### config.mk
export PLATFORM = sky130hd
export DESIGN_NAME = mf3_queue
export DESIGN_NICKNAME = d
export VERILOG_FILES = /design/src/rtl/mf3_pkg.sv /design/src/rtl/mf3_queue.sv
export SDC_FILE = /design/constraint.sdc
export NUM_CORES = 1
export LEC_CHECK = 0
export BUFFER_PORTS_ARGS = -buffer_cell sky130_fd_sc_hd__buf_2
export CORE_ASPECT_RATIO = 0.7
export CORE_MARGIN = 1.5
export CORE_UTILIZATION = 51
export CTS_CLUSTER_DIAMETER = 50
export DETAILED_ROUTE_END_ITERATION = 10
export PLACE_DENSITY = 0.72
export SYNTH_ARGS = -nofsm -noshare
export SYNTH_HDL_FRONTEND = slang
export SYNTH_SLANG_ARGS = --single-unit
export TNS_END_PERCENT = 100
### constraint.sdc
create_clock -name clk -period 3.3 [get_ports clk]
set_clock_uncertainty 0.1 [all_clocks]
set_input_delay 0.165 -clock clk [delete_from_list [all_inputs] [get_ports clk]]
set_output_delay 0.165 -clock clk [all_outputs]
set_load 0.01 [all_outputs]
### src/rtl/mf3_pkg.sv
// shared types and constants of the 3x3 median filter
package mf3_pkg;

	localparam int MAX_WIDTH = 1024;
	localparam int COL_W     = $clog2(MAX_WIDTH);
	localparam int ROW_W     = 16;
	localparam int PIX_W     = 8;
	localparam int FW_W      = 11;
	localparam int QDEPTH    = 4;
	localparam int QPTR_W    = $clog2(QDEPTH);
	localparam int QCNT_W    = $clog2(QDEPTH + 1);
	localparam int ADDR_W    = 3;
	localparam int DATA_W    = 32;

	localparam logic [FW_W-1:0]  WIDTH_RESET  = 11'd640;
	localparam logic [ROW_W-1:0] HEIGHT_RESET = 16'd480;

	typedef enum logic {
		REG_FRAME_WIDTH  = 1'b0,
		REG_FRAME_HEIGHT = 1'b1
	} reg_idx_t;

	typedef logic [PIX_W-1:0] pix_t;
	typedef pix_t [2:0]       pix3_t;

	// window entry r*3+c: row r (0 oldest line), column c (2 newest)
	typedef struct packed {
		pix_t [8:0]       win;
		logic [COL_W-1:0] col;
		logic [ROW_W-1:0] row;
		logic             last;
	} item_t;

endpackage

### src/rtl/mf3_queue.sv
// short queue of classified windows between front and back
module mf3_queue (
	input  logic                       clk,
	input  logic                       arst_n,
	input  logic                       push,
	input  mf3_pkg::item_t             push_item,
	input  logic                       pop,
	output logic                       head_valid,
	output mf3_pkg::item_t             head_item,
	output logic [mf3_pkg::QCNT_W-1:0] count
);
	import mf3_pkg::*;

	item_t             slot_q [QDEPTH];
	logic [QPTR_W-1:0] wr_ptr_q;
	logic [QPTR_W-1:0] rd_ptr_q;
	logic [QCNT_W-1:0] count_q;
	logic              do_pop;

	assign do_pop = pop && (count_q != '0);

	always_ff @(posedge clk or negedge arst_n) begin
		if (!arst_n) begin
			wr_ptr_q <= '0;
			rd_ptr_q <= '0;
			count_q  <= '0;
		end else begin
			if (push) begin
				wr_ptr_q <= wr_ptr_q + QPTR_W'(1);
			end
			if (do_pop) begin
				rd_ptr_q <= rd_ptr_q + QPTR_W'(1);
			end
			unique case ({push, do_pop})
				2'b10:   count_q <= count_q + QCNT_W'(1);
				2'b01:   count_q <= count_q - QCNT_W'(1);
				default: count_q <= count_q;
			endcase
		end
	end

	always_ff @(posedge clk) begin
		if (push) begin
			slot_q[wr_ptr_q] <= push_item;
		end
	end

	assign head_valid = count_q != '0;
	assign head_item  = slot_q[rd_ptr_q];
	assign count      = count_q;

endmodule

# Word-level counts from Yosys, hierarchy flattened
# Memory sizes are Yosys's and may differ from the RTL's.
# Index checks and enable logic that the tools add are counted.
word_totals:
  mem_bits_rw: 396
  mem_count: 1
  wordCells: 16
  output_inout_bits: 103
  ff_bits: 7
  in_bits: 103
op_classes:
  n_eq_ne: 2
  reduce_logical: 3
  addsub: 4
  n_mux: 3
mem_list:
  columns: ["memory", "words", "width", "read_ports", "rd_clocked_by_memory_dff", "wr", "line", "source"]
  rows:
  - ["slot_q", 4, 99, 1, 0, 1, "mf3_queue.sv:14", "item_t slot_q [QDEPTH];"]
op_table:
  columns: ["operator", "n"]
  rows:
  - ["one-hot mux 3 bit (2 select lines)", 1]
  - ["adder 2 x 1 -> 2 bit, second input constant", 2]
  - ["adder 3 x 1 -> 3 bit, second input constant", 1]
  - ["nonzero test 3 bit", 1]
  - ["subtractor 3 x 1 -> 3 bit, second input constant", 1]
  - ["equality test 2 x 1 -> 1 bit, second input constant", 1]
  - ["equality test 2 bit, second input constant", 1]
  - ["2-to-1 mux 1 bit", 2]
  - ["nonzero test 2 bit", 1]
  - ["logical AND 1 bit", 1]

# Depth between registers and ports, before layout
logic_depth:
  word_depth: 4
  mapped_depth: 7
  mapped_depth_nobuf: 7

# Worst setup path before layout
# OpenSTA, ideal clock, no wires.
synth_timing:
  kind: "reg-to-reg"
  startpoint: "register wr_ptr_q[0]"
  endpoint: "memory slot_q[0][0] in the netlist's numbering (enable)"
  t_required_ns: 2.731
  n_path_buf: 0
  setup_slack_ns: -0.178
  arrival_ns: 2.909
  stages_incl_launch_ff: 4
  period_less_slack_ns: 3.478
  setup_ns: 0.469
  path_cell_list: "dfrtp_1 > inv_1 > ha_1 > and2_1"
synth_rtl:
  columns: ["element", "line", "source"]
  rows:
  - ["start, declared", "mf3_queue.sv:15", "logic [QPTR_W-1:0] wr_ptr_q;"]
  - ["start signal, assigned", "mf3_queue.sv:29", "wr_ptr_q <= wr_ptr_q + QPTR_W'(1);"]
  - ["end, declared", "mf3_queue.sv:14", null]
# No word-level cell before the write port.

==> metrics <==
Leak Pwr roughly 6.4 nW; Clk network pwr share between 20% and 30%; clock period minus final worst setup slack 2.759 ns; Sink Count a little over 400; Port Buf Inserts 205; fraction of synthesized cell area taken by the top area cell type approximately four fifths; final setup fails 0; flip-flop and latch count after synthesis approximately 400; H-tree lvl count 2; outcome complete, no violations; top cell family by delay on the critical path flip-flops; number of post-CTS setup repair buffers 0; post-synthesis instance area between 0.01 and 0.015 mm2; area fraction in and, or, nand and nor cells after synthesis less than 1%; ratio of cells with drive above 1 in the final layout 40.35%; number of nets in the finished design 1,002; most used cells in the layout excluding fill and tap cells edfxtp_1, buf_2, dlygate4sd3_1, mux4_2, clkbuf_16; worst relative slew slack between 50 and 60%; Global Route met2 Usage between 30% and 40%; Internal Dissipation between 10 and 15 mW; ys flop type edfxtp_1; Tcrit/Tclk final between 80% and 90%; combinational share of power between 20 and 30%; total count of max-transition violations in the final report 0; total vias in the final route just over 7,000; highest clock rate ~0.36 GHz; area of the placeable core 0.02808 mm2; number of warnings issued by yosys 0; ys async rst share between 1.5 and 2%; buffer and inverter count on the worst path 2; most utilized layer in the global route result met2; max-capacitance violation count 0; drt via density around 5.4; Avg WL per Cell 22.40 um; number of CTS-inserted buffers 39; final sum of negative setup slack 0 ns; count of pins on the block boundary 206; die extent in y 145.0 um; most common library cell in the layout ignoring fill and taps edfxtp_1; adder-cell share of the synthesized area 0.5619%; number of distinct standard cells referenced by the synthesized netlist 19; leading post-synthesis cells by cell area edfxtp_1, mux4_2, dfrtp_1; pin count of the biggest net entering global routing between 60 and 70; starting density of the core between 50% and 60%; RD Place Congestion ~0.75; Iteration-0 DRC Markers 398; Tightest Hold Check Type in2reg; met3 GRT Util under 10%; pin slew with the least headroom to its limit between 0.6 and 0.7 ns; overall fraction of global-route tracks in use approximately a fifth; stage delay of the slowest cell on the critical path between 0.8 and 0.9 ns; CP Data Arrival Time between 2 and 2.5 ns; TritonCTS clock tree yes; Switch Pwr ~4.5 mW; Fill cells between 1,500 and 2,000; proportion of synthesized area in mux cells around 15%; RSZ-0062 raised after global routing false; remaining routing DRC violations 0; sequential element share of the synthesized area between 80 and 90%; net switching share of the total power 28.94%; net count of the mapped netlist 662; met1 GRT Util between 20% and 30%; drt first pass iters 4; fraction of synthesized cell area in xor and xnor cells less than 1%; crit path kind reg2out; Total Routed Length 28,970 um; antenna violations before repair 0; half-perimeter wire length of the detailed placement result around 16,000 um; Clock Root Buffer clkbuf_16; Max clock buf depth 3; post-synthesis compound-gate area fraction less than 1%; cells traversed along the worst timing path buf_12, mux4_2, buf_2; horizontal die dimension 205.9 um; power density of the placed cells roughly 850 mW/mm2; remaining number of nets flagged by the antenna check after routing 0; cell type with the largest total area after synthesis edfxtp_1; worst-skew pair later-pin latency ~0.52 ns; synthesis-to-finish area growth 25.40%; row cnt 51; slowest CP cell dfrtp_4; category of the worst setup path launch point flip-flop; overall die area ~0.03 mm2; share of power burned in registers approximately 45%; Hold Vio Cnt, Final 0; final core utilization between 60% and 70%; Remaining Overflow, GRT 0; # diodes 0; Req. time, crit path 3.03 ns; wire length of the first global-routing pass roughly 44,000 um; count of mapped cells out of synthesis about 550; vias in the first global route 7,844; mean area per synthesized cell roughly 27 um2; combinational family with the most area after synthesis multiplexers; Worst setup EP type output pin; number of enable flip-flop cells after synthesis between 300 and 400; Worst IR Drop VDD approximately 570 uV; post-CTS clock slew at the launch and capture registers of the worst setup and hold paths about 0.060 ns; Critical Path Fanout Max 35
[metrics by stage]
step	total power, mW	cell area [um2]	setup WS (ns)	std cells	hold WS [ns]
floorplan	9.969	14700	0.9163	553	-0.2306
global placement	11.52	16210	1.027	1120	-0.09567
detailed placement	11.66	16210	1.031	1120	-0.08719
CTS	15.91	18430	0.4348	1293	0.2592
global route	16.47	18430	0.3647	1293	0.2646
finish	15.72	18430	0.5411	1293	0.2863
[cells in the mapped netlist (2+ instances only)]
cell type and number:
mux4_2 99, nand2_1 2, and2_1 4, buf_6 10, xnor2_1 2, inv_1 6
xor2_1 4, buf_4 2, buf_2 9, edfxtp_1 396, dfrtp_1 7, ha_1 5
[registers in the layout, indices dropped and copies added, names as in the netlist]
| register | flops |
|---|---|
| wr_ptr_q | 2 |
| slot_q | 396 |
| rd_ptr_q | 2 |
| count | 3 |
[logic make-up after synthesis]
kind of cell             Yosys count
multiplexers                     100
AND/OR/NAND/NOR                    8
adder cells (fa/ha/maj)            6
flip-flops                       403
AO/OA/AOI/OAI                      2
buffers and inverters             28
XOR/XNOR                           6
[what timing repair did]
action                                 in CTS  in global routing
hold buffers                              103                  0
gates resized for setup                     0                  0
endpoints found under the hold margin     407                  0
[final cells by class]
class,count,area (um2),share of cell area (%)
clock buffers,48,1052,5.709
clock inverters,22,133.9,0.7264
inverters,6,22.52,0.1222
multi-input cells,122,2441,13.25
flip-flops and latches,403,12070,65.51
well taps,371,464.2,2.519
repair buffers,321,2242,12.17
[power groups by stage]
stage / Sequential (mW) / Clock, mW / Combinational, mW
2_1_floorplan: 6.97 / 0 / 2.99
3_3_place_gp: 7.16 / 0 / 4.35
3_5_place_dp: 7.24 / 0 / 4.42
4_1_cts: 7.14 / 4.22 / 4.56
5_1_grt: 7.22 / 4.43 / 4.82
6_report: 7.13 / 4.13 / 4.47
[routing by layer]
layer | vias to the layer above | part of all wire (%)
met3 | 37 | 7.2
li1 | 3061 | -
met4 | 0 | 1.3
met5 | - | 0
met1 | 3704 | 40
met2 | 238 | 52
[worst paths after layout]
kind | to | startpoint | cells past startpoint | slack, ns
min reg2reg | count[2] | count[2] | 1 | 0.45
min in group asynchronous | count[0] | arst_n | 3 | 0.49
max in group asynchronous | rd_ptr_q[1] | arst_n | 3 | 2.31
max reg2reg | slot_q[0][82] | wr_ptr_q[0] | 4 | 1.19
max | head_item[68] | rd_ptr_q[0] | 3 | 0.54
min | slot_q[3][67] | push_item[67] | 2 | 0.29
Note: power is estimated with default switching activity, not from simulation.
