===== src/rtl/mf3_pkg.sv =====
// shared types and constants of the 3x3 median filter
package mf3_pkg;

	localparam int MAX_WIDTH = 1024;
	localparam int COL_W     = $clog2(MAX_WIDTH);
	localparam int ROW_W     = 16;
	localparam int PIX_W     = 8;
	localparam int FW_W      = 11;
	localparam int QDEPTH    = 4;
	localparam int QPTR_W    = $clog2(QDEPTH);
	localparam int QCNT_W    = $clog2(QDEPTH + 1);
	localparam int ADDR_W    = 3;
	localparam int DATA_W    = 32;

	localparam logic [FW_W-1:0]  WIDTH_RESET  = 11'd640;
	localparam logic [ROW_W-1:0] HEIGHT_RESET = 16'd480;

	typedef enum logic {
		REG_FRAME_WIDTH  = 1'b0,
		REG_FRAME_HEIGHT = 1'b1
	} reg_idx_t;

	typedef logic [PIX_W-1:0] pix_t;
	typedef pix_t [2:0]       pix3_t;

	// window entry r*3+c: row r (0 oldest line), column c (2 newest)
	typedef struct packed {
		pix_t [8:0]       win;
		logic [COL_W-1:0] col;
		logic [ROW_W-1:0] row;
		logic             last;
	} item_t;

endpackage


===== src/rtl/mf3_back.sv =====
// back end: pipelined median-of-nine network and output register
module mf3_back (
	input  logic                       clk,
	input  logic                       arst_n,
	input  logic                       head_valid,
	input  mf3_pkg::item_t             head_item,
	output logic                       pop,
	output logic [mf3_pkg::PIX_W-1:0]  median,
	output logic [mf3_pkg::COL_W-1:0]  center_col,
	output logic [mf3_pkg::ROW_W-1:0]  center_row,
	output logic                       frame_last,
	output logic                       result_valid,
	input  logic                       result_stall
);
	import mf3_pkg::*;

	function automatic pix3_t sort3(pix_t a, pix_t b, pix_t c);
		pix_t x;
		pix_t y;
		pix_t z;
		pix_t t;
		x = a;
		y = b;
		z = c;
		if (x > y) begin
			t = x; x = y; y = t;
		end
		if (y > z) begin
			t = y; y = z; z = t;
		end
		if (x > y) begin
			t = x; x = y; y = t;
		end
		return {z, y, x};
	endfunction

	logic             advance;

	logic             valid_s1;
	pix3_t [2:0]      rows_s1;
	logic [COL_W-1:0] col_s1;
	logic [ROW_W-1:0] row_s1;
	logic             last_s1;

	logic             valid_s2;
	pix_t             lo_s2;
	pix_t             md_s2;
	pix_t             hi_s2;
	logic [COL_W-1:0] col_s2;
	logic [ROW_W-1:0] row_s2;
	logic             last_s2;

	pix3_t            los;
	pix3_t            mds;
	pix3_t            his;
	pix3_t            fin;

	logic             valid_q;
	pix_t             median_q;
	logic [COL_W-1:0] col_q;
	logic [ROW_W-1:0] row_q;
	logic             last_q;

	assign advance = !(valid_q && result_stall);
	assign pop     = advance && head_valid;

	always_ff @(posedge clk or negedge arst_n) begin
		if (!arst_n) begin
			valid_s1 <= 1'b0;
			valid_s2 <= 1'b0;
			valid_q  <= 1'b0;
		end else if (advance) begin
			valid_s1 <= head_valid;
			valid_s2 <= valid_s1;
			valid_q  <= valid_s2;
		end
	end

	// sort each line of the window
	always_ff @(posedge clk) begin
		if (advance) begin
			for (int r = 0; r < 3; r++) begin
				rows_s1[r] <= sort3(head_item.win[r*3], head_item.win[r*3+1],
					head_item.win[r*3+2]);
			end
			col_s1  <= head_item.col;
			row_s1  <= head_item.row;
			last_s1 <= head_item.last;
		end
	end

	// max of minima, median of medians, min of maxima
	assign los = sort3(rows_s1[0][0], rows_s1[1][0], rows_s1[2][0]);
	assign mds = sort3(rows_s1[0][1], rows_s1[1][1], rows_s1[2][1]);
	assign his = sort3(rows_s1[0][2], rows_s1[1][2], rows_s1[2][2]);

	always_ff @(posedge clk) begin
		if (advance) begin
			lo_s2   <= los[2];
			md_s2   <= mds[1];
			hi_s2   <= his[0];
			col_s2  <= col_s1;
			row_s2  <= row_s1;
			last_s2 <= last_s1;
		end
	end

	assign fin = sort3(lo_s2, md_s2, hi_s2);

	always_ff @(posedge clk) begin
		if (advance) begin
			median_q <= fin[1];
			col_q    <= col_s2;
			row_q    <= row_s2;
			last_q   <= last_s2;
		end
	end

	assign result_valid = valid_q;
	assign median       = median_q;
	assign center_col   = col_q;
	assign center_row   = row_q;
	assign frame_last   = last_q;

endmodule


===== config.mk =====
export PLATFORM = sky130hd
export DESIGN_NAME = mf3_back
export DESIGN_NICKNAME = d
export VERILOG_FILES = /design/src/rtl/mf3_pkg.sv /design/src/rtl/mf3_back.sv
export SDC_FILE = /design/constraint.sdc
export NUM_CORES = 1
export LEC_CHECK = 0
export BUFFER_PORTS_ARGS = -buffer_cell sky130_fd_sc_hd__buf_2
export CAP_MARGIN = 20
export CORE_UTILIZATION = 45
export DETAILED_ROUTE_END_ITERATION = 8
export HOLD_SLACK_MARGIN = 0.15
export MAX_ROUTING_LAYER = met4
export PLACE_DENSITY_LB_ADDON = 0.3
export SLEW_MARGIN = 20
export SYNTH_ARGS = -nofsm -noshare
export SYNTH_HDL_FRONTEND = slang
export SYNTH_SLANG_ARGS = --single-unit

===== constraint.sdc =====
create_clock -name clk -period 10.7 [get_ports clk]
set_input_delay 3.21 -clock clk [delete_from_list [all_inputs] [get_ports clk]]
set_output_delay 3.21 -clock clk [all_outputs]
set_load 0.01 [all_outputs]

### Word level (Yosys, flattened, before mapping)

Index checks and enable logic that the tools add are counted.

| operators by class | value |
|---|---|
| reduce and logical (&&, ||, !) cells | 3 |
| mux-type cells | 41 |
| order comparisons | 20 |

Operator list:

| cell | count |
|---|---|
| 8-bit 2-to-1 mux | 41 |
| 8-bit greater-than comparator | 20 |
| 1-bit logical AND | 2 |
| 1-bit logical NOT | 1 |

| word-level totals | value |
|---|---|
| output and inout bits | 37 |
| word-level logic and storage cells | 89 |
| bits in registers | 188 |
| input bits | 103 |

### Logic depth before layout (Yosys ltp)

Gate-level depths: netlist of the first run.

| logic depth | value |
|---|---|
| depth after elaboration | 8 |
| gate-level depth with buffers | 27 |
| mapped depth without buffers | 23 |

### Least setup slack after synthesis of the first run

OpenSTA, ideal clock, no wires.

| timing path | value |
|---|---|
| kind | in2out |
| start point | input result_stall |
| end point | output pop |
| arrival time | 7.682 ns |
| buffers on the path | 0 |
| path slack | -0.192 ns |
| stages on the path | 2 |
| data required time | 7.490 ns |
| cell sequence | nand2_1 -> and2_1 |

| on the way | value |
|---|---|
| word-level cells in the longest chain between the ends | 3 |

RTL lines:

| what | line | source |
|---|---|---|
| start, declared | mf3_back.sv:13 | `input logic result_stall` |
| 1-bit logical AND | mf3_back.sv:64 | `assign advance = !(valid_q && result_stall);` |
| 1-bit logical NOT | mf3_back.sv:64 |  |
| 1-bit logical AND | mf3_back.sv:65 | `assign pop = advance && head_valid;` |
| end, declared | mf3_back.sv:7 | `output logic pop,` |

No other way between the ends.

### Worst setup path in the final report of the first run

| timing path | value |
|---|---|
| start point | input head_item[36] in the netlist's numbering |
| end point | register rows_s1[11] in the netlist's numbering, data pin |

| on the way | value |
|---|---|
| word-level cells in the longest chain between the ends | 8 |
| elaborated cells on any way between the ends | 10 |
| those cells by class | 3 x order compare; 7 x mux |

RTL lines:

| what | line | source |
|---|---|---|
| start, declared | mf3_back.sv:6 | `input mf3_pkg::item_t head_item,` |
| 8-bit greater-than comparator | mf3_back.sv:25 | `if (x > y) begin` |
| 8-bit 2-to-1 mux | mf3_back.sv:25 |  |
| 8-bit 2-to-1 mux | mf3_back.sv:81 | `if (advance) begin` |
| 8-bit greater-than comparator | mf3_back.sv:28 | `if (y > z) begin` |
| 8-bit 2-to-1 mux | mf3_back.sv:28 |  |
| 8-bit 2-to-1 mux | mf3_back.sv:81 |  |
| 8-bit greater-than comparator | mf3_back.sv:31 | `if (x > y) begin` |
| 8-bit 2-to-1 mux (*) | mf3_back.sv:31 |  |
| end signal, assigned by index | mf3_back.sv:83 | `rows_s1[r] <= sort3(head_item.win[r*3], head_item.win[r*3+1],` |
| end, declared | mf3_back.sv:40 | `pix3_t [2:0] rows_s1;` |

Every way passes the cells marked *; elsewhere a longest branch is shown, timed or not. The select of a mux whose other input is x is not followed.
A chain may end at the register's enable or synchronous reset.

==> results of run 1 <==
-- synth_stat cells, drive strengths merged --
master	instances	area, sq um
edfxtp	185	5560
ha	160	2000
nand2	121	457
inv	109	409
a21oi	97	523
o21ai	72	360
o221a	65	732
mux2	62	702
nor2	61	244
mux2i	55	558
nand4	40	250
buf	23	133
nor2b	22	145
o22ai	18	165
o211ai	16	130
nand3	12	60.1
a211oi	7	67.6
a21o	6	45.0
or2	6	37.5
clkbuf	5	18.8
nand2b	5	31.3
o31ai	5	106
nor3	4	30.0
o21a	4	30.0
or3	4	25.0
dfrtp	3	75.1
nor3b	2	15.0
a31o	1	8.76
and2	1	6.26
and4b	1	10.0
nor4	1	6.26
o22a	1	8.76
o31a	1	8.76
-- cell usage in the layout, fill, tap and decap left out, drive strengths merged, types with 5 or more instances in the layout --
cell type / n
o21ai: 72
a211oi: 7
o221a: 65
nand3: 12
a21oi: 97
nand2: 121
o211ai: 16
inv: 117
mux2i: 55
clkbuf: 17
nand2b: 5
nor2b: 22
edfxtp: 185
nand4: 40
o22ai: 18
nor2: 61
buf: 146
clkinv: 7
ha: 160
mux2: 62
o31ai: 5
or2: 6
a21o: 6
-- cell type report --
type,instances,area (sq um)
clock buffer,17,425
clock inverter,15,210
fill,2504,13400
inverter,109,409
multi-input combinational,850,6790
sequential,188,5630
tap,378,473
timing repair buffer,146,759
-- flip-flops by register name, indices dropped and copies added, names as in the netlist --
register and count:
rows_s1 72, center_row 16, row_s1 16, row_s2 16
center_col 10, col_s1 10, col_s2 10, hi_s2 8
lo_s2 8, md_s2 8, median 8, frame_last 1
last_s1 1, last_s2 1, result_valid 1, valid_s1 1
valid_s2 1
-- cells by family (layout without fill, tap and decap cells) --
| logic type | after synthesis | count (layout) | synth area share |
|---|---|---|---|
| AND/OR/NAND/NOR | 280 | 280 | 0.102 |
| adder cells (fa/ha/maj) | 160 | 160 | 0.155 |
| flip-flops | 188 | 188 | 0.435 |
| buffers and inverters | 137 | 287 | 0.0433 |
| multiplexers | 117 | 117 | 0.0972 |
| AO/OA/AOI/OAI | 293 | 293 | 0.169 |
-- worst max path at each step --
| stage | depth (start not counted) | endpoint |
|---|---|---|
| 2_1_floorplan | 2 | pop |
| 6_report | 23 | rows_s1[11] |
| 3_3_place_gp | 23 | rows_s1[9] |
| 4_1_cts | 23 | rows_s1[11] |
| 3_5_place_dp | 23 | rows_s1[11] |
| 5_1_grt | 23 | rows_s1[6] |
-- per-stage QoR --
step	instance area, sq um	setup slack [ns]	cells
floorplan	13000	1.66	1175
global placement	14000	1.75	1670
detailed placement	14000	1.54	1670
CTS	14700	1.98	1702
global route	14700	1.51	1703
finish	14700	1.97	1703
-- layer usage --
metal  up-vias  part of all wire
met3        23             0.039
met5         -                 0
met4         0             0.012
met1      4568              0.46
li1       4761                 -
met2       240              0.49
-- worst max-delay path: cells and delay by family --
kind | cells | cell delay, ns
compound gates | 8 | 1.54
mux | 2 | 0.67
buf+inv | 3 | 0.56
fa+ha+maj | 3 | 0.87
simple gates | 7 | 2.08
-- power groups by stage --
stage | clock network [W] | registers, W | logic [W]
after floorplan | 0 | 0.00138 | 0.00226
after detailed placement | 0 | 0.00143 | 0.00297
final | 0.000655 | 0.00141 | 0.00300
after CTS | 0.000666 | 0.00141 | 0.00299
after global placement | 0 | 0.00142 | 0.00288
after global routing | 0.000691 | 0.00144 | 0.00337
==> results_dict.tcl, run 1 <==
set metrics [dict create \
    use_met2 0.356 \
    fp-row-count 61 \
    cts_buffers 17 \
    initial_core_util 0.461 \
    r2r_slack_ns 4.65 \
    crit_chain "buf_2, inv_1, ha_1, nor2b_1, o211ai_1, a21oi_1, o31ai_4, buf_4, mux2_2, ha_1, and4b_1, a211oi_1, o221a_2, nor2_4, mux2i_1, ha_1, nor2b_1, o211ai_1, a211oi_1, or2_1, nor3_2, nand2_1, o221a_2" \
    slew_viol_final 0 \
    fp.coreArea_sq_mm 0.0281 \
    syn-num-nets 1438 \
    vdd_drop_max_mv 0.185 \
    rr_endpoint "md_s2[2]" \
    p_total_w 0.00507 \
    p_per_area_mw_per_mm2 345 \
    cts.path.max_buffers 2 \
    post-dp-hpwl_mm 24.0 \
    nNetsFinal 1575 \
    die_w_um 172 \
    fin_skew_ns 0.0112 \
    max_freq_mhz 114 \
    gp_congestion 0.935 \
    seq_power_share 0.279 \
    grt_use_total 0.218 \
    setup_viol 0 \
    cts_tree "built" \
    num_vias 9592 \
    io_buffers 139 \
    hp-start "row_s1[5]" \
    fin_util 0.523 \
    ant_nets 0 \
    yosys_register_bits 188 \
    num_antenna_cells 0 \
    worstSetupPathType "in -> reg" \
    sw_frac_of_total 0.434 \
    seq_area_frac_synth 0.435 \
    htreeDepth 4 \
    cap_violations 0 \
    cts.clk_slew.worst_paths_ns 0.08 \
    run_status "complete, no violations" \
    power.net_switching_w 0.00220 \
    die_h_um 172 \
    grt_busiest_layer "met2" \
    worst_setup_path_end_kind "flop" \
    worst_slew_pin_slew_ns 1.04 \
    rsz0062_at_grt "false" \
    setup.worst_path.start_class "input pin" \
    synth_area_per_cell_sq_um 11.0 \
    reg2reg_depth 20 \
    path_max_fanout 36 \
    via_per_inst 5.63 \
    slew_headroom 0.305 \
    yosys_warnings 0 \
    root_buffer "clkbuf_16" \
    worst_path_most_repeated_cell "ha_1" \
    grt_pass1_vias 9109 \
    slowest_delay_ns 0.62 \
    r2r-start "rows_s1[13]" \
    routed_wl_mm 30.5 \
    use_met1 0.289 \
    drc 0 \
    grt_overflow 0 \
    critPathSlowestCell "nor2_4" \
    hp-class "reg -> reg" \
    hold_ws_ns 0.416 \
    die_area_sq_mm 0.0295 \
    drt_iter0_markers 696 \
    cts_num_sinks 188 \
    dr.pass1.iters 5 \
    period_minus_slack_ns 8.73 \
    hold_buffers 0 \
    grt_max_degree 96 \
    worst_ep_required_time_ns 10.89 \
    tns_ns 0 \
    crit_start "head_item[36]" \
    worstPathArrival_ns 8.92 \
    synthToLayoutAreaGrowth_pct 13.4 \
    leakage_nw 6.28 \
    grt_util_met3 0.0260 \
    min_to "row_s2[5]" \
    wl_per_cell_um 17.9 \
    comb_power_share 0.592 \
    intPower_w 0.00287 \
    synth_cell_types 52 \
    clkPwrFrac 0.129 \
    timing.final.crit_share 0.816 \
    grt_pass1_wl_mm 48.1 \
    antenna_found_initial 0 \
    syn_inst 1175 \
    clk_latency_ns 0.43 \
    ctsResizeCount 0 \
    post_cts_buffers 0 \
    min_path_cells 0 \
    io_pins 140 \
    netlist_area_sq_mm 0.0130 \
    drive_gt1_frac 0.241 \
    hold_viol 0 \
]
Power figures use the tool's default switching activity.
==> inputs of run 2 (changes only) <==
==> constraint.sdc (replaced) <==
create_clock -name clk -period 8.5 [get_ports clk]
set_input_delay 2.55 -clock clk [delete_from_list [all_inputs] [get_ports clk]]
set_output_delay 2.55 -clock clk [all_outputs]
set_load 0.01 [all_outputs]
==> results_dict.tcl, run 2 (same netlist as run 1, synthesis figures left out) <==
set metrics [dict create \
    run_status "complete, no violations" \
    grt_pass1_vias 8929 \
    regMostFlops "rows_s1" \
    tns_ns 0 \
    crit_buf_inv 3 \
    vdd_drop_max_mv 0.295 \
    slowest_delay_ns 0.50 \
    post-dp-hpwl_mm 23.3 \
    setup_ws_ns 0.686 \
    htreeDepth 4 \
    worst_ep_required_time_ns 8.69 \
    drt_iter0_markers 714 \
    drc 0 \
    largest_register_ff_count 72 \
    crit_chain "buf_2, inv_1, ha_1, nor2b_1, o211ai_1, a21oi_1, o31ai_4, buf_4, mux2_2, ha_1, nand4_1, o221a_2, nor2_4, mux2i_1, ha_1, nor2b_1, o211ai_1, a211oi_1, or2_1, nor3_2, nand2_1, o221a_2" \
    max_freq_mhz 128 \
    fin_skew_ns 0.0273 \
    multiInputGateArea_sq_mm 0.00679 \
    dr.pass1.iters 5 \
    wl_per_cell_um 17.7 \
    hp-class "reg -> reg" \
    critPathTopFamily "simple AND/OR/NAND/NOR gates" \
    hold_viol 0 \
    gp_congestion 0.902 \
    period_minus_slack_ns 7.81 \
    mostFrequentLayoutCell "edfxtp_1" \
    worst_setup_path_end_kind "flop" \
    p_per_area_mw_per_mm2 436 \
    grt_pass1_wl_mm 47.0 \
    drive_gt1_frac 0.242 \
    final_cells 1706 \
    post_cts_buffers 0 \
    nFillCells 2489 \
    seq_area_sq_mm 0.00563 \
    fin_util 0.523 \
    num_antenna_cells 0 \
    grt_overflow 0 \
    routed_wl_mm 30.1 \
    io_pins 140 \
    io_buffers 139 \
    setup.worst_path.start_class "input pin" \
    leakage_nw 6.29 \
    synthToLayoutAreaGrowth_pct 13.4 \
    worst_path_most_repeated_cell "ha_1" \
    cap_violations 0 \
    via_per_inst 5.61 \
    cts_tree "built" \
    antenna_found_initial 0 \
    ant_nets 0 \
    slew_viol_final 0 \
    fp-row-count 61 \
    timing.final.crit_share 0.919 \
    layout_common_cells "edfxtp_1, ha_1, buf_2" \
    worstSetupPathType "in -> reg" \
    worst_slew_pin_slew_ns 1.08 \
    setup_viol 0 \
    grt_use_total 0.214 \
    hold_buffers 0 \
    die_h_um 172 \
    cts_num_sinks 188 \
    cts.path.max_buffers 2 \
    cts.clk_slew.worst_paths_ns 0.09 \
    slew_headroom 0.277 \
    die_w_um 172 \
    path_max_fanout 23 \
    die_area_sq_mm 0.0295 \
    num_vias 9572 \
    rsz0062_at_grt "false" \
    root_buffer "clkbuf_16" \
    hold_ws_ns 0.410 \
    fp.coreArea_sq_mm 0.0281 \
    grt_max_degree 101 \
    initial_core_util 0.461 \
    nNetsFinal 1578 \
    place_ws_ns 0.358 \
    critPathSlowestCell "nor3_2" \
    worstPathArrival_ns 8.01 \
    dp_cells 1674 \
    cts_buffers 17 \
    ctsResizeCount 0 \
    clk_latency_ns 0.45 \
]
run 2: cell count changes in the layout (fill, tap and decap cells not counted):
cell / change
clkinv_8: -4
inv_8: +2
inv_12: +2
buf_6: -1
buf_8: -1
buf_4: +5
run 2: worst paths after layout:
path	from	to	slack, ns	cells past startpoint
worst max-delay path	head_item[36]	rows_s1[8]	0.69	22
worst min-delay path	col_s2[0]	center_col[0]	0.41	0
worst max register to register	rows_s1[41]	hi_s2[5]	2.38	21
worst min register to register	col_s2[0]	center_col[0]	0.41	0
max in group asynchronous	arst_n	result_valid	6.50	1
min in group asynchronous	arst_n	valid_s1	1.89	1
run 2: per-layer routing:
layer  vias to the layer above  part of all wire  GRT usage
met5                         -                 0          -
met4                         0             0.022     0.0710
met3                        40             0.039     0.0306
met2                       244              0.48      0.343
met1                      4525              0.46      0.279
li1                       4763                 -          -
run 2: stage by stage:
stage          total power [W]  cell area (sq um)
2_1_floorplan          0.00459              13000
3_3_place_gp           0.00544              14100
3_5_place_dp           0.00553              14100
4_1_cts                0.00639              14700
5_1_grt                0.00690              14700
6_report               0.00640              14700
run 2: final cells by class:
type                       count  share of cell area
timing repair buffer         149              0.0525
clock inverter                15              0.0136
multi-input combinational    850               0.462
clock buffer                  17              0.0290
sequential                   188               0.383
inverter                     109              0.0278
tap                          378              0.0322
run 2: power by group:
group / leakage [nW] / total [W] / switching, W / internal, W
Sequential: 1.88 / 0.00178 / 0.000226 / 0.00156
Combinational: 4.11 / 0.00378 / 0.00213 / 0.00165
Clock: 0.306 / 0.000835 / 0.000423 / 0.000412
==> inputs of run 3 (changes only) <==
--- a/config.mk
+++ b/config.mk
@@ -7,6 +7,8 @@
 export LEC_CHECK = 0
 export BUFFER_PORTS_ARGS = -buffer_cell sky130_fd_sc_hd__buf_2
 export CAP_MARGIN = 20
+export CELL_PAD_IN_SITES_DETAIL_PLACEMENT = 0
+export CELL_PAD_IN_SITES_GLOBAL_PLACEMENT = 1
 export CORE_UTILIZATION = 45
 export DETAILED_ROUTE_END_ITERATION = 8
 export HOLD_SLACK_MARGIN = 0.15
==> results_dict.tcl, run 3 (same netlist as run 1, synthesis figures left out) <==
set metrics [dict create \
    worstPathArrival_ns 8.07 \
    post-dp-hpwl_mm 24.4 \
    nNetsFinal 1582 \
    hold_buffers 0 \
    setup_ws_ns 0.736 \
    hold_ws_ns 0.420 \
    regMostFlops "rows_s1" \
    layout_common_cells "edfxtp_1, ha_1, buf_2" \
    io_buffers 139 \
    worstSetupPathType "in -> reg" \
    design_area_sq_mm 0.0147 \
    ant_nets 0 \
    clk_latency_ns 0.44 \
    largest_register_ff_count 72 \
    synthToLayoutAreaGrowth_pct 13.8 \
    slew_viol_final 0 \
    hp-class "reg -> reg" \
    fp.coreArea_sq_mm 0.0281 \
    cap_violations 0 \
    routed_wl_mm 30.8 \
    cts_tree "built" \
    num_vias 9541 \
    place_ws_ns 0.341 \
    tns_ns 0 \
    place_area_sq_mm 0.0141 \
    io_pins 140 \
    grt_overflow 0 \
    seq_area_sq_mm 0.00563 \
    worst_ep_required_time_ns 8.81 \
    drive_gt1_frac 0.245 \
    crit_chain "buf_2, inv_1, ha_1, nor2b_1, o211ai_1, a21oi_1, o31ai_4, buf_4, mux2_2, ha_1, nand4_1, o221a_2, nor2_4, buf_4, mux2i_1, ha_1, nand4_1, nor2_1, a211oi_1, or2_1, nor3_1, a21oi_2, o221a_2" \
    drc 0 \
    gp_congestion 0.910 \
    max_freq_mhz 129 \
    fp-row-count 61 \
    root_buffer "clkbuf_16" \
    die_h_um 172 \
    mostFrequentLayoutCell "edfxtp_1" \
    worst_slew_pin_slew_ns 1.00 \
    via_per_inst 5.58 \
    die_area_sq_mm 0.0295 \
    cts_num_sinks 188 \
    grt_use_total 0.218 \
    num_antenna_cells 0 \
    drt_iter0_markers 579 \
    setup.worst_path.start_class "input pin" \
    vdd_drop_max_mv 0.219 \
    timing.final.crit_share 0.913 \
    path_max_fanout 21 \
    hold_viol 0 \
    worst_path_most_repeated_cell "ha_1" \
    htreeDepth 4 \
    nFillCells 2540 \
    cts_buffers 17 \
    wl_per_cell_um 18.0 \
    rsz0062_at_grt "false" \
    slowest_delay_ns 0.47 \
    ctsResizeCount 0 \
    crit_buf_inv 4 \
    setup_viol 0 \
    grt_max_degree 115 \
    grt_pass1_wl_mm 47.5 \
    worst_setup_path_end_kind "flop" \
    p_per_area_mw_per_mm2 434 \
    antenna_found_initial 0 \
    period_minus_slack_ns 7.76 \
    initial_core_util 0.461 \
    grt_pass1_vias 8963 \
    post_cts_buffers 0 \
    critPathTopFamily "compound AO/OA/AOI/OAI gates" \
    cts.path.max_buffers 2 \
    multiInputGateArea_sq_mm 0.00679 \
    cts.clk_slew.worst_paths_ns 0.08 \
    run_status "complete, no violations" \
    critPathSlowestCell "o31ai_4" \
    slew_headroom 0.331 \
    die_w_um 172 \
    leakage_nw 6.32 \
    fin_skew_ns 0.00844 \
    dr.pass1.iters 6 \
]
## run 3: changes by cell type in the layout (fill, tap and decap cells not counted), sizes merged
| cell | delta |
|---|---|
| buf | +4 |
| clkinv | +2 |
| inv | -2 |
## run 3: worst register-to-register path: cells and delay by family (launching register included)
family          cells  cell delay [ns]
flops               1             0.57
buf+inv             2             0.54
fa+ha+maj           3             0.84
mux                 2             0.62
simple gates        5             1.01
compound gates      9             2.13
## run 3: final cells by class
type | count | area share
Clock inverter | 15 | 0.0149
Clock buffer | 17 | 0.0288
Multi-Input combinational cell | 850 | 0.460
Sequential cell | 188 | 0.382
Timing Repair Buffer | 153 | 0.0546
Inverter | 109 | 0.0277
Tap cell | 378 | 0.0321
## run 3: report_power, final
part,switching (W),internal (W)
Combinational,0.00211,0.00165
Sequential,0.000238,0.00156
Clock,0.000425,0.000416
## run 3: path summary, 6_finish.rpt
kind | depth (start not counted) | slack [ns] | from | to
setup / recovery | 23 | 0.74 | head_item[36] | rows_s1[11]
setup reg to reg | 21 | 2.54 | rows_s1[9] | md_s2[4]
hold / removal | 0 | 0.42 | row_s1[15] | row_s2[15]
min in group asynchronous | 1 | 1.89 | arst_n | valid_s1
max in group asynchronous | 1 | 6.51 | arst_n | result_valid
hold reg to reg | 0 | 0.42 | row_s1[15] | row_s2[15]
## run 3: per-layer routing
layer  global-route usage  up-vias  part of all wire
met5                    -        -                 0
li1                     -     4758                 -
met2                0.357      206              0.49
met4               0.0516        0             0.010
met3               0.0253       23             0.029
met1                0.287     4554              0.47
## run 3: per-stage QoR
step,instances,power (W),util
CTS,1709,0.00639,0.525
floorplan,1175,0.00459,-
detailed placement,1677,0.00554,0.502
finish,1710,0.00640,0.525
global placement,1677,0.00547,0.502
global route,1710,0.00694,0.525
